## src/gbn_ram.sv

```systemverilog
// Generic single-write, single-read synchronous RAM with registered read data.
module gbn_ram #(
  parameter int unsigned Width = 8,
  parameter int unsigned Depth = 16,
  localparam int unsigned AddrW = (Depth > 1) ? $clog2(Depth) : 1
) (
  input  logic             clk_i,
  input  logic             we_i,
  input  logic [AddrW-1:0] waddr_i,
  input  logic [Width-1:0] wdata_i,
  input  logic             re_i,
  input  logic [AddrW-1:0] raddr_i,
  output logic [Width-1:0] rdata_o
);

  logic [Width-1:0] mem_q [Depth];
  logic [Width-1:0] rdata_q;

  always_ff @(posedge clk_i) begin
    if (we_i) begin
      mem_q[waddr_i] <= wdata_i;
    end
    if (re_i) begin
      rdata_q <= mem_q[raddr_i];
    end
  end

  assign rdata_o = rdata_q;

endmodule

```

## config.mk

```make
export PLATFORM = sky130hd
export DESIGN_NAME = gbn_ram
export DESIGN_NICKNAME = d
export VERILOG_FILES = /design/src/gbn_ram.sv
export SDC_FILE = /design/constraint.sdc
export NUM_CORES = 1
export LEC_CHECK = 0
export BUFFER_PORTS_ARGS = -buffer_cell sky130_fd_sc_hd__buf_2
export CORE_ASPECT_RATIO = 0.8
export CORE_UTILIZATION = 25
export CTS_CLUSTER_DIAMETER = 30
export DETAILED_ROUTE_END_ITERATION = 16
export GPL_ROUTABILITY_DRIVEN = 0
export HOLD_SLACK_MARGIN = 0.03
export SYNTH_ARGS = -nofsm -noshare
export SYNTH_HDL_FRONTEND = slang
export SYNTH_SLANG_ARGS = --single-unit
```

## constraint.sdc

```tcl
create_clock -name clk_i -period 4.69 [get_ports clk_i]
set_input_delay 0.469 -clock clk_i [delete_from_list [all_inputs] [get_ports clk_i]]
set_output_delay 0.469 -clock clk_i [all_outputs]
set_load 0.1 [all_outputs]
```

# Word level (Yosys, flattened, before mapping)
# Memory sizes are Yosys's and may differ from the RTL's. A register that Yosys moved wholly into a read port is not among the register bits.
# Cells that the tools add are included.
dict set report word_totals {
  ff_bits 0
  latch_bits 0
  mem_bits_rw 128
  rom_bits 0
  memories 1
}
# name words word_bits read_ports rd_clocked_by_memory_dff write_ports line
set mem_list {}
lappend mem_list {mem_q 16 8 1 1 1 16} ;# logic [Width-1:0] mem_q [Depth];
dict set report op_classes {
  n_addsub 0
  n_mul 0
  n_div 0
  n_lt_le_gt_ge 0
  eq_ne 0
  n_shift 0
  n_mux 2
  n_bitwise 0
  n_reduce_logical 0
}
# cell n
set ops {}
lappend ops {{1-bit 2-to-1 mux} 2}

# Longest topological paths before layout
dict set report depth {
  depth_word 2
  mapped_depth 5
}

# Worst setup path after synthesis
# Ideal clock, no wire load.
dict set report synth_timing {
  path_type {input -> register}
  startpoint {input port waddr_i[2]}
  endpoint {memory mem_q[0][0] (enable)}
  setup_ps 383
  arrival_time_ps 1579
  required_time_ps 4307
  path_slack_ps 2728
  stages 2
  path_buffers 0
  cell_sequence {or3b_2 > nor3_1}
}
# element line
set synth_lines {}
lappend synth_lines {{from (decl)} 9} ;# input logic [AddrW-1:0] waddr_i,
lappend synth_lines {{to (decl)} 16}
# No word-level cell before the write port.

==> flow_metrics.py <==
metrics = {
    "flow_run": {
        "cap_viol_max_count": 0,
    },
    "drt": {
        "drtAntennaViolNets": 0,
        "drc": 0,
        "vias": 2382,
        "wire_per_inst_um": 19.2,
        "drt_pass1_iterations": 4,
        "via_per_inst": 4.37,
        "wl_um": 10500,
        "drt_iter0_drc": 228,
    },
    "floorplan": {
        "die_x_um": 164,
        "die_y_um": 131,
        "initial_utilization_pct": 26.0,
        "num_rows": 46,
        "die_area_sq_mm": 0.0215,
        "core_sq_mm": 0.0201,
        "io_pins": 27,
    },
    "power_and_ir_drop": {
        "p_per_area_mw_per_mm2": 463,
        "peakVddDrop_uv": 298,
        "total_power_w": 0.00289,
        "p_leak_nw": 2.03,
    },
    "logic_synthesis": {
        "synth_area_sq_mm": 0.00523,
        "synth.top_cell.area_share_pct": 78.1,
        "syn_inst": 229,
        "synth-seq-area-share_pct": 78.1,
        "ys_types": 18,
        "yosys_warnings": 0,
        "yosysTopAreaCell": "edfxtp_1",
        "synth_nets": 248,
        "synthTopCellsByArea": "edfxtp_1 78%, mux4_2 7.8%, mux4_1 7.0%",
        "syn_area_per_cell_sq_um": 22.8,
        "ys_seq_elements": 136,
    },
    "layout": {
        "nNetsFinal": 287,
        "synthToLayoutAreaGrowth_pct": 19.4,
        "fillers": 1936,
        "drive_gt1_share_pct": 27.8,
        "num_antenna_cells": 0,
    },
    "cts": {
        "path_clk_slew_ns": 0.06,
        "cts_sinks": 136,
        "clkLatencyLatePin_ns": 0.41,
        "cts_buffers": 17,
        "clockRootBuffer": "clkbuf_16",
        "cts_tree": "done",
        "h-tree-depth": 4,
        "cts.repair.resized": 0,
        "cts_setup_buffers": 0,
        "cts.path.max_buffers": 2,
        "postCtsHoldBufs": 0,
    },
    "timing": {
        "max_freq_ghz": 0.455,
        "tns_ns": 0,
        "timing.final.crit_share_pct": 46.8,
        "max-slew-margin-rel_pct": 28.0,
        "setup_viol": 0,
        "finalHoldViolCount": 0,
        "finalMaxSlewViolations": 0,
        "tightest_slew_ns": 1.08,
        "fin_crit_ns": 2.20,
        "grt_setup_unrepaired": "false",
        "fin_skew_ns": 0.00829,
    },
    "critical_path": {
        "required_ns": 4.84,
        "r2r_cells": 3,
        "cp-start-kind": "input pin",
        "critPathCaptureType": "register",
        "arrival_ns": 2.34,
        "critPathKind": "in -> reg",
        "cp_max_fo": 32,
    },
    "worst_hold_path": {
        "hold_path_depth": 1,
        "hp-class": "in -> reg",
    },
    "global_route": {
        "grt_antenna_before_repair": 0,
        "overflow": 0,
        "grt_max_degree": 33,
        "grt_usage_pct": 10.6,
        "first_global_vias": 2549,
        "grt_pass1_wl_um": 16000,
    },
    "place": {
        "dp.final_hpwl_um": 6810,
        "place.port_buffers": 26,
    },
    "status": {
        "run_status": "completed",
    },
}
-- cell usage in the layout (no fill, tap or decap) --
cell type,instances
edfxtp_1,136
buf_2,26
mux4_2,18
clkbuf_16,17
a22oi_1,16
mux4_1,14
nor2_1,13
nand2_1,9
nor3_1,4
bufinv_16,4
clkinv_2,4
buf_4,4
clkinv_1,3
nand3b_1,2
nand2b_1,2
clkinv_4,2
clkinvlp_4,2
nor2b_1,1
and2_1,1
and2b_1,1
nand3_1,1
or3b_2,1
-- registers in the layout, summed over array words and instances (netlist names) --
register / flops
mem_q: 128
rdata_o: 8
-- metrics by stage --
| stage | cells | setup slack, ns | util (%) | area, sq um | hold WS [ns] |
|---|---|---|---|---|---|
| global route | 545 | 2.32 | 31.0 | 6240 | 0.435 |
| detailed placement | 513 | 1.99 | 28.0 | 5630 | 0.744 |
| global placement | 513 | 2.00 | 28.0 | 5630 | 0.734 |
| floorplan | 229 | 2.73 | - | 5230 | 0.568 |
| finish | 545 | 2.49 | 31.0 | 6240 | 0.449 |
| CTS | 545 | 2.42 | 31.0 | 6240 | 0.429 |
-- logic make-up after synthesis --
logic type	share of synthesized area, %
and+or+nand+nor	3.14
AOI/OAI and AO/OA	2.30
buffers and inverters	1.65
DFF	78.1
muxes	14.8
-- critical path: stages --
cell and delay [ns]:
buf_2 0.80, mux4_1 0.70, a22oi_1 0.27, nand2_1 0.08
-- report_power, final --
group | switching (W) | internal, W | total (W)
combinational | 0.000113 | 0.0000479 | 0.000161
sequential | 0.00000837 | 0.00137 | 0.00138
clock | 0.000470 | 0.000880 | 0.00135
-- cell usage after synthesis --
| cell | instances |
|---|---|
| edfxtp_1 | 136 |
| mux4_2 | 18 |
| a22oi_1 | 16 |
| mux4_1 | 14 |
| nor2_1 | 13 |
| nand2_1 | 9 |
| nor3_1 | 4 |
| buf_2 | 3 |
| buf_6 | 3 |
| clkdlybuf4s25_2 | 3 |
| nand2b_1 | 2 |
| nand3b_1 | 2 |
| and2_1 | 1 |
| and2b_1 | 1 |
| buf_4 | 1 |
| nand3_1 | 1 |
| nor2b_1 | 1 |
| or3b_2 | 1 |
-- area by class of cell --
| class | count | area [sq um] | share of cell area (%) |
|---|---|---|---|
| Multi-Input combinational cell | 83 | 1060 | 16.9 |
| Clock inverter | 15 | 184 | 2.95 |
| Timing Repair Buffer | 30 | 160 | 2.57 |
| Tap cell | 264 | 330 | 5.29 |
| Sequential cell | 136 | 4080 | 65.4 |
| Clock buffer | 17 | 425 | 6.82 |
-- path summary, 6_finish.rpt --
kind | from | endpoint | slack [ns]
setup / recovery | raddr_i[0] | rdata_o[0] | 2.49
hold / removal | wdata_i[4] | mem_q[14][4] | 0.45
setup reg to reg | mem_q[1][0] | rdata_o[0] | 3.18
hold reg to reg | mem_q[8][3] | rdata_o[3] | 0.76
-- routing by layer --
metal  track usage (%)  share of wire (%)  wire, um  vias up
li1                  -                  -         -     1061
met1              14.9                 47      4960     1256
met2              15.1                 47      4870       60
met3              3.57                5.6       591        5
met4              3.60               0.40        42        0
met5                 0                  0         0        -
Power figures use the tool's default switching activity.
