File: src/gbn_pkg.sv
// Shared types and constants for the greedy box suppression block.
package gbn_pkg;

  localparam int unsigned CoordW      = 16;
  localparam int unsigned SizeW       = 15;
  localparam int unsigned AreaW       = 2 * SizeW;
  localparam int unsigned UnionW      = AreaW + 1;
  localparam int unsigned ThreshW     = 17;
  localparam int unsigned FracShift   = 16;
  localparam int unsigned ProdW       = ThreshW + UnionW;
  localparam int unsigned IndexW      = 12;
  localparam int unsigned MaxKeptDef  = 64;
  localparam int unsigned MaxBoxesDef = 4096;

  localparam logic [ThreshW-1:0] ThreshReset = 17'd29491;

  typedef struct packed {
    logic [SizeW-1:0]  h;
    logic [SizeW-1:0]  w;
    logic [CoordW-1:0] y;
    logic [CoordW-1:0] x;
  } box_t;

  localparam int unsigned BoxW = $bits(box_t);

  typedef struct packed {
    logic              first;
    logic [CoordW-1:0] box_x;
    logic [CoordW-1:0] box_y;
    logic [SizeW-1:0]  box_w;
    logic [SizeW-1:0]  box_h;
  } in_item_t;

  typedef struct packed {
    logic              keep;
    logic [IndexW-1:0] box_index;
    logic              store_full;
  } out_item_t;

  typedef struct packed {
    logic valid;
    logic suppress;
  } iou_res_t;

  typedef enum logic [1:0] {
    ST_IDLE = 2'b01,
    ST_SCAN = 2'b10
  } state_e;

endpackage

File: src/gbn_iou.sv
// Pipelined overlap test of the current box against one stored box per cycle.
module gbn_iou (
  input  logic                              clk_i,
  input  logic                              rst_ni,
  input  logic                              valid_i,
  input  gbn_pkg::box_t                     stored_i,
  input  gbn_pkg::box_t                     cur_i,
  input  logic [gbn_pkg::AreaW-1:0]         area_a_i,
  input  logic [gbn_pkg::ThreshW-1:0]       thresh_i,
  output logic                              busy_o,
  output gbn_pkg::iou_res_t                 res_o
);

  localparam int unsigned SizeW  = gbn_pkg::SizeW;
  localparam int unsigned AreaW  = gbn_pkg::AreaW;
  localparam int unsigned UnionW = gbn_pkg::UnionW;
  localparam int unsigned ProdW  = gbn_pkg::ProdW;
  localparam int unsigned Shift  = gbn_pkg::FracShift;

  // stage 1: intersection extents
  logic signed [16:0] ax, bx, ay, by;
  logic signed [16:0] ax_end, bx_end, ay_end, by_end;
  logic signed [16:0] lo_x, hi_x, lo_y, hi_y;
  logic signed [17:0] dx, dy;
  logic [SizeW-1:0]   iw_d, ih_d;

  logic               v1_q, v2_q, v3_q, v4_q;
  logic [SizeW-1:0]   iw_q, ih_q, bw_q, bh_q;
  logic [AreaW-1:0]   inter2_q, area_b_q;
  logic [AreaW-1:0]   inter3_q, inter4_q;
  logic [UnionW-1:0]  uni_q;
  logic [ProdW-1:0]   prod_q;
  logic               uni_nz_q;
  logic [ProdW-1:0]   inter_scaled;

  always_comb begin
    ax     = $signed({cur_i.x[15], cur_i.x});
    ay     = $signed({cur_i.y[15], cur_i.y});
    bx     = $signed({stored_i.x[15], stored_i.x});
    by     = $signed({stored_i.y[15], stored_i.y});
    ax_end = ax + $signed({2'b00, cur_i.w});
    ay_end = ay + $signed({2'b00, cur_i.h});
    bx_end = bx + $signed({2'b00, stored_i.w});
    by_end = by + $signed({2'b00, stored_i.h});
    lo_x   = (ax_end < bx_end) ? ax_end : bx_end;
    hi_x   = (ax > bx) ? ax : bx;
    lo_y   = (ay_end < by_end) ? ay_end : by_end;
    hi_y   = (ay > by) ? ay : by;
    dx     = $signed({lo_x[16], lo_x}) - $signed({hi_x[16], hi_x});
    dy     = $signed({lo_y[16], lo_y}) - $signed({hi_y[16], hi_y});
    // overlap never exceeds the narrower size, so it fits the size width
    iw_d   = (dx > 0) ? dx[SizeW-1:0] : '0;
    ih_d   = (dy > 0) ? dy[SizeW-1:0] : '0;
  end

  always_ff @(posedge clk_i or negedge rst_ni) begin
    if (!rst_ni) begin
      v1_q <= 1'b0;
      v2_q <= 1'b0;
      v3_q <= 1'b0;
      v4_q <= 1'b0;
    end else begin
      v1_q <= valid_i;
      v2_q <= v1_q;
      v3_q <= v2_q;
      v4_q <= v3_q;
    end
  end

  always_ff @(posedge clk_i) begin
    iw_q     <= iw_d;
    ih_q     <= ih_d;
    bw_q     <= stored_i.w;
    bh_q     <= stored_i.h;
    inter2_q <= {{SizeW{1'b0}}, iw_q} * {{SizeW{1'b0}}, ih_q};
    area_b_q <= {{SizeW{1'b0}}, bw_q} * {{SizeW{1'b0}}, bh_q};
    uni_q    <= {1'b0, area_a_i} + {1'b0, area_b_q} - {1'b0, inter2_q};
    inter3_q <= inter2_q;
    prod_q   <= {{UnionW{1'b0}}, thresh_i} * {{(ProdW-UnionW){1'b0}}, uni_q};
    uni_nz_q <= (uni_q != '0);
    inter4_q <= inter3_q;
  end

  assign inter_scaled = {{(ProdW-AreaW-Shift){1'b0}}, inter4_q, {Shift{1'b0}}};

  assign busy_o         = v1_q | v2_q | v3_q | v4_q;
  assign res_o.valid    = v4_q;
  assign res_o.suppress = uni_nz_q && (inter_scaled > prod_q);

endmodule

File: config.mk
export PLATFORM = sky130hd
export DESIGN_NAME = gbn_iou
export DESIGN_NICKNAME = d
export VERILOG_FILES = /design/src/gbn_pkg.sv /design/src/gbn_iou.sv
export SDC_FILE = /design/constraint.sdc
export NUM_CORES = 2
export LEC_CHECK = 0
export ABC_AREA = 1
export BUFFER_PORTS_ARGS = -buffer_cell sky130_fd_sc_hd__buf_2
export CORE_ASPECT_RATIO = 1.1
export CORE_UTILIZATION = 58
export CTS_CLUSTER_SIZE = 20
export DETAILED_ROUTE_END_ITERATION = 10
export PLACE_DENSITY = 0.73
export SKIP_LAST_GASP = 1
export SYNTH_ARGS = -nofsm -noshare
export SYNTH_HDL_FRONTEND = slang
export SYNTH_SLANG_ARGS = --single-unit
File: constraint.sdc
create_clock -name clk_i -period 6.6 [get_ports clk_i]
set_input_delay 1.65 -clock clk_i [delete_from_list [all_inputs] [get_ports clk_i]]
set_output_delay 1.65 -clock clk_i [all_outputs]
set_load 0.02 [all_outputs]
Yosys cells after proc, flatten, opt, wreduce, memory -nomap -nowiden --
Cells that the tools add are included.
Word-level totals: word-level logic and storage cells 42, bits in latches 0, register bits 264, bits in writable memories 0, input port bits 174, memories kept 0, bits in read-only memories 0
Cells by class: shift-type cells 0, div/mod/pow operators 0, order comparisons 7, muxes and demuxes 4, $add $sub $neg 8, reduce and logical (&&, ||, !) cells 2, equal/unequal tests 0, multiply operators 3, bitwise operators 3
Operators by type and width (count):
- 16-bit by 16-bit adder with 17-bit output | 4
- 17-bit two-way mux | 4
- 15-bit by 15-bit multiplier with 30-bit output | 2
- 46-bit by 48-bit greater-than comparator with 1-bit output | 1
- 17-bit by 31-bit multiplier with 48-bit output | 1
- 18-bit by 1-bit greater-than comparator with 1-bit output, second input constant | 2
- 17-bit by 17-bit subtractor with 18-bit output | 2
- 17-bit < comparator | 2
- 16-bit greater-than comparator | 2
- 30-bit by 30-bit adder with 31-bit output | 1
- 31-bit nonzero test | 1
- 31-bit by 30-bit subtractor with 31-bit output | 1
- 1-bit OR | 3
- 1-bit logical AND | 1

Longest topological paths before layout --
depth after elaboration 5, mapped depth 42, gate-level depth less buffers 40

Worst setup path after synthesis --
Ideal clock, no wire load.
path type input to register, start in thresh_i[2] (netlist bit), end reg prod_q[34], setup time 0.123 ns, arrival time 6.627 ns, path slack -0.150 ns, cell stages on the path 22, data required time 6.477 ns, cells stage by stage clkbuf_1 > nand2_1 > fa_1 > inv_1 > fa_1 > inv_1 > fa_1 > inv_1 > fa_1 > inv_1 > fa_1 > inv_1 > fa_1 > ha_1 > nand2_1 > nor2_1 > nand2_1 > nor2_1 > a21oi_1 > o21ai_0 > a21oi_1 > xor2_1
On the way: word-level cells in the longest chain between the ends 1
Ends and longest elaborated chain:
- from (decl) | RTL line gbn_iou.sv:9 | input logic [gbn_pkg::ThreshW-1:0] thresh_i,
- 17-bit by 31-bit multiplier with 48-bit output | RTL line gbn_iou.sv:79 | prod_q <= {{UnionW{1'b0}}, thresh_i} * {{(ProdW-UnionW){1'b0}}, uni_q};
- to (signal assigned) | RTL line gbn_iou.sv:79
- to (decl) | RTL line gbn_iou.sv:32 | logic [ProdW-1:0] prod_q;
Every way passes these cells. A chain may end at the register's enable or synchronous reset.

Final worst setup path --
start in thresh_i[4] (netlist bit), end reg prod_q[46]
The elaborated chain is that of the path after synthesis.

==> metrics.md <==
| Metric | Value |
|---|---|
| Via/cell ratio | 5.30 |
| Grt total ovfl | 0 |
| Routability Congestion | 0.973 |
| Worst reg-to-reg path cell count | 21 |
| Routed WL per cell | 17.1 um |
| Cell count after synthesis | 6044 |
| Final Net Count | 8046 |
| Critical-path maximum fanout | 9 |
| Die W | 275 um |
| Core area | 80600 um2 |
| Port buffer count | 176 |
| Worst slew pin tran | 1.10 ns |
| Yosys warning count | 0 |
| Crit path DAT | 6.97 ns |
| Mapped Avg Cell Area | 7.85 um2 |
| Crit path from | thresh_i[4] |
| First-pass GRT wire length | 212000 um |
| Async SR Flop Fraction | 1.52% |
| Register area | 5310 um2 |
| CP Class | input port to register |
| Syn Std Cell Area | 47400 um2 |
| Hold path cells | 0 |
| Final setup viols | 0 |
| Final Max Tran Viols | 0 |
| DIE AREA | 82900 um2 |
| Syn-to-layout area delta | 14.3% |
| Routed Antenna Nets | 0 |
| Clock slew at reported path FFs | 0.06 ns |
| Clock buffer depth | 3 |
| CP Launch Type | input port |
| Clk Tree Root Cell | clkbuf_16 |
| H-tree depth | 1 |
| Largest net degree at the start of global routing | 32 |
| Critical path capture point type | register |
| RSZ-0062 raised after global routing | yes |
| Final Routed Wirelength | 130000 um |
| HP Class | register to register |
| Min Tclk post-route | 6.48 ns |
| Final Hold Viols | 0 |
| CTS tree | built |
| Synth cell types | 55 |
| Worst hold start | inter3_q[20] |
| All-Layer GR Usage | 32.3% |
| Post-DP HPWL | 112000 um |
| Final Skew | 0.0194 ns |
| Post-Syn Nets | 7549 |
| Outcome | complete, but fails checks |
| Vias | 40400 |
| Tcrit/Tclk final | 98.2% |
| DRT Pass-1 Iters | 8 |
| Share of layout cells above drive strength 1 | 12.4% |
| Final core utilization | 67.2% |
| Starting Density | 58.8% |
| Clock Sinks | 264 |
| Synth Register Bits | 264 |
| Initial antenna violation count | 5 |
| Max-cap violation count | 0 |
| Via count of the first global-routing pass | 42800 |
| Clk Latency, worst-skew pair | 0.60 ns |
| Failing checks | DRC |
| Number of synthesized flops with an enable pin | 0 |
| Pre-CTS WS | -0.578 ns |
| Clock buffer count from CTS | 28 |
| Die height | 302 um |
| Io pins | 177 |
| DR iter-0 viols | 2185 |
| DRC Markers | 4 |
| Fill cells | 6707 |
| Ys flop type | dfxtp_1 |
| WP data required | 7.08 ns |
| Max frequency | 154 MHz |
| Seq/Total Area, Yosys | 11.2% |
| Row cnt | 109 |
| Footprint of the multi-input gates | 36200 um2 |
| Final WS setup | 0.119 ns |
| R2R Path Start | uni_q[17] |
| Max_slew headroom | 26.6% |
-- per-layer routing --
metal | GRT usage [%] | up-vias | wire length, um
li1 | - | 19100 | -
met1 | 37.5 | 19500 | 49100
met2 | 58.7 | 1383 | 66000
met3 | 3.45 | 393 | 7470
met4 | 16.0 | 6 | 7550
met5 | 0 | - | 41
-- sequential cells by signal, summed over array words and instances (netlist names) --
signal and cells:
area_b_q 30, uni_nz_q 1, v2_q 1, ih_q 15, inter4_q 30, v3_q 1, inter2_q 30, bw_q 15
iw_q 15, v1_q 1, inter3_q 30, uni_q 31, v4_q 1, prod_q 48, bh_q 15
-- critical path, stage by stage --
cell and delay [ns]:
buf_6 0.12, buf_12 0.14, buf_6 0.14, nand2_1 0.08, fa_1 0.53, inv_1 0.05, fa_1 0.53, inv_1 0.05
fa_1 0.48, fa_2 0.62, fa_1 0.41, inv_1 0.07, fa_1 0.44, ha_4 0.31, nand2_1 0.09, nor2_1 0.20
nand2_1 0.09, nor2_1 0.32, nand3_1 0.15, nand3_2 0.11, a21o_1 0.16, nand2_1 0.08, nand3_1 0.07, nand2_1 0.05
-- Yosys cell counts (all sizes together), types with 44 or more instances --
cell    instances  area, um2
nand2        1529       5790
inv          1492       5600
fa            804      16100
ha            527       6590
dfxtp         260       5200
a21oi         256       1290
nor2          205        800
nand3         167        866
o21ai         156        788
clkbuf        154        578
xor2          129       1130
xnor2          71        629
nand4          44        275
-- stage by stage --
step / cell area, um2 / hold slack, ns / instances / TNS [ns]
2_1_floorplan: 47400 / 0.310 / 6044 / 0
6_report: 54200 / 0.326 / 7618 / 0
4_1_cts: 53500 / 0.327 / 7602 / 0
3_3_place_gp: 52600 / 0.311 / 7550 / -22.80
5_1_grt: 54200 / 0.331 / 7618 / -1.15
3_5_place_dp: 52600 / 0.312 / 7550 / -25.43
-- repair_timing --
action | CTS | global route
cloned | 0 | 4
pin swaps | 0 | 36
hold buffers | 0 | 0
resized for setup | 1 | 106
endpoints found under the hold margin | 0 | 0
endpoints found under the setup margin | 1 | 51
setup buffers | 0 | 11
-- cell families (layout without fill, tap and decap cells) --
group	after synthesis	count (layout)	share of synthesized area [%]
and+or+nand+nor	2016	2017	17.2
buffers and inverters	1682	2200	13.4
adders and majority gates	1331	1331	47.8
AOI/OAI and AO/OA	551	551	6.60
DFF	264	264	11.2
xor gates and xnor gates	200	200	3.71
other	0	1	0
-- area by class of cell --
class | instances | share of cell area (%)
multi-input combinational | 4099 | 66.8
clock buffer | 35 | 1.42
inverter | 1492 | 10.3
sequential | 264 | 9.79
timing repair buffer | 656 | 8.86
clock inverter | 17 | 0.367
tap | 1054 | 2.43
antenna | 1 | 0.00462
-- layout by cell type, fill, tap and decap left out, drive strengths merged, types with 38 or more instances in the layout --
| cell | Yosys | routed |
|---|---|---|
| nor2 | 205 | 205 |
| dfxtp | 260 | 260 |
| nand2 | 1529 | 1530 |
| xnor2 | 71 | 71 |
| ha | 527 | 527 |
| nand3 | 167 | 167 |
| clkbuf | 154 | 38 |
| fa | 804 | 804 |
| inv | 1492 | 1497 |
| a21oi | 256 | 256 |
| xor2 | 129 | 129 |
| nand4 | 44 | 44 |
| buf | 36 | 653 |
| o21ai | 156 | 156 |
-- path summary, 6_finish.rpt --
check | endpoint | slack [ns]
min in group asynchronous | v4_q | 0.84
hold reg to reg | inter4_q[20] | 0.33
max in group asynchronous | v2_q | 5.64
hold / removal | inter4_q[20] | 0.33
setup / recovery | prod_q[46] | 0.12
setup reg to reg | prod_q[46] | 0.33
Power is not shown: default switching activity piles up to over one toggle a cycle in this logic, so the estimate is an artifact.
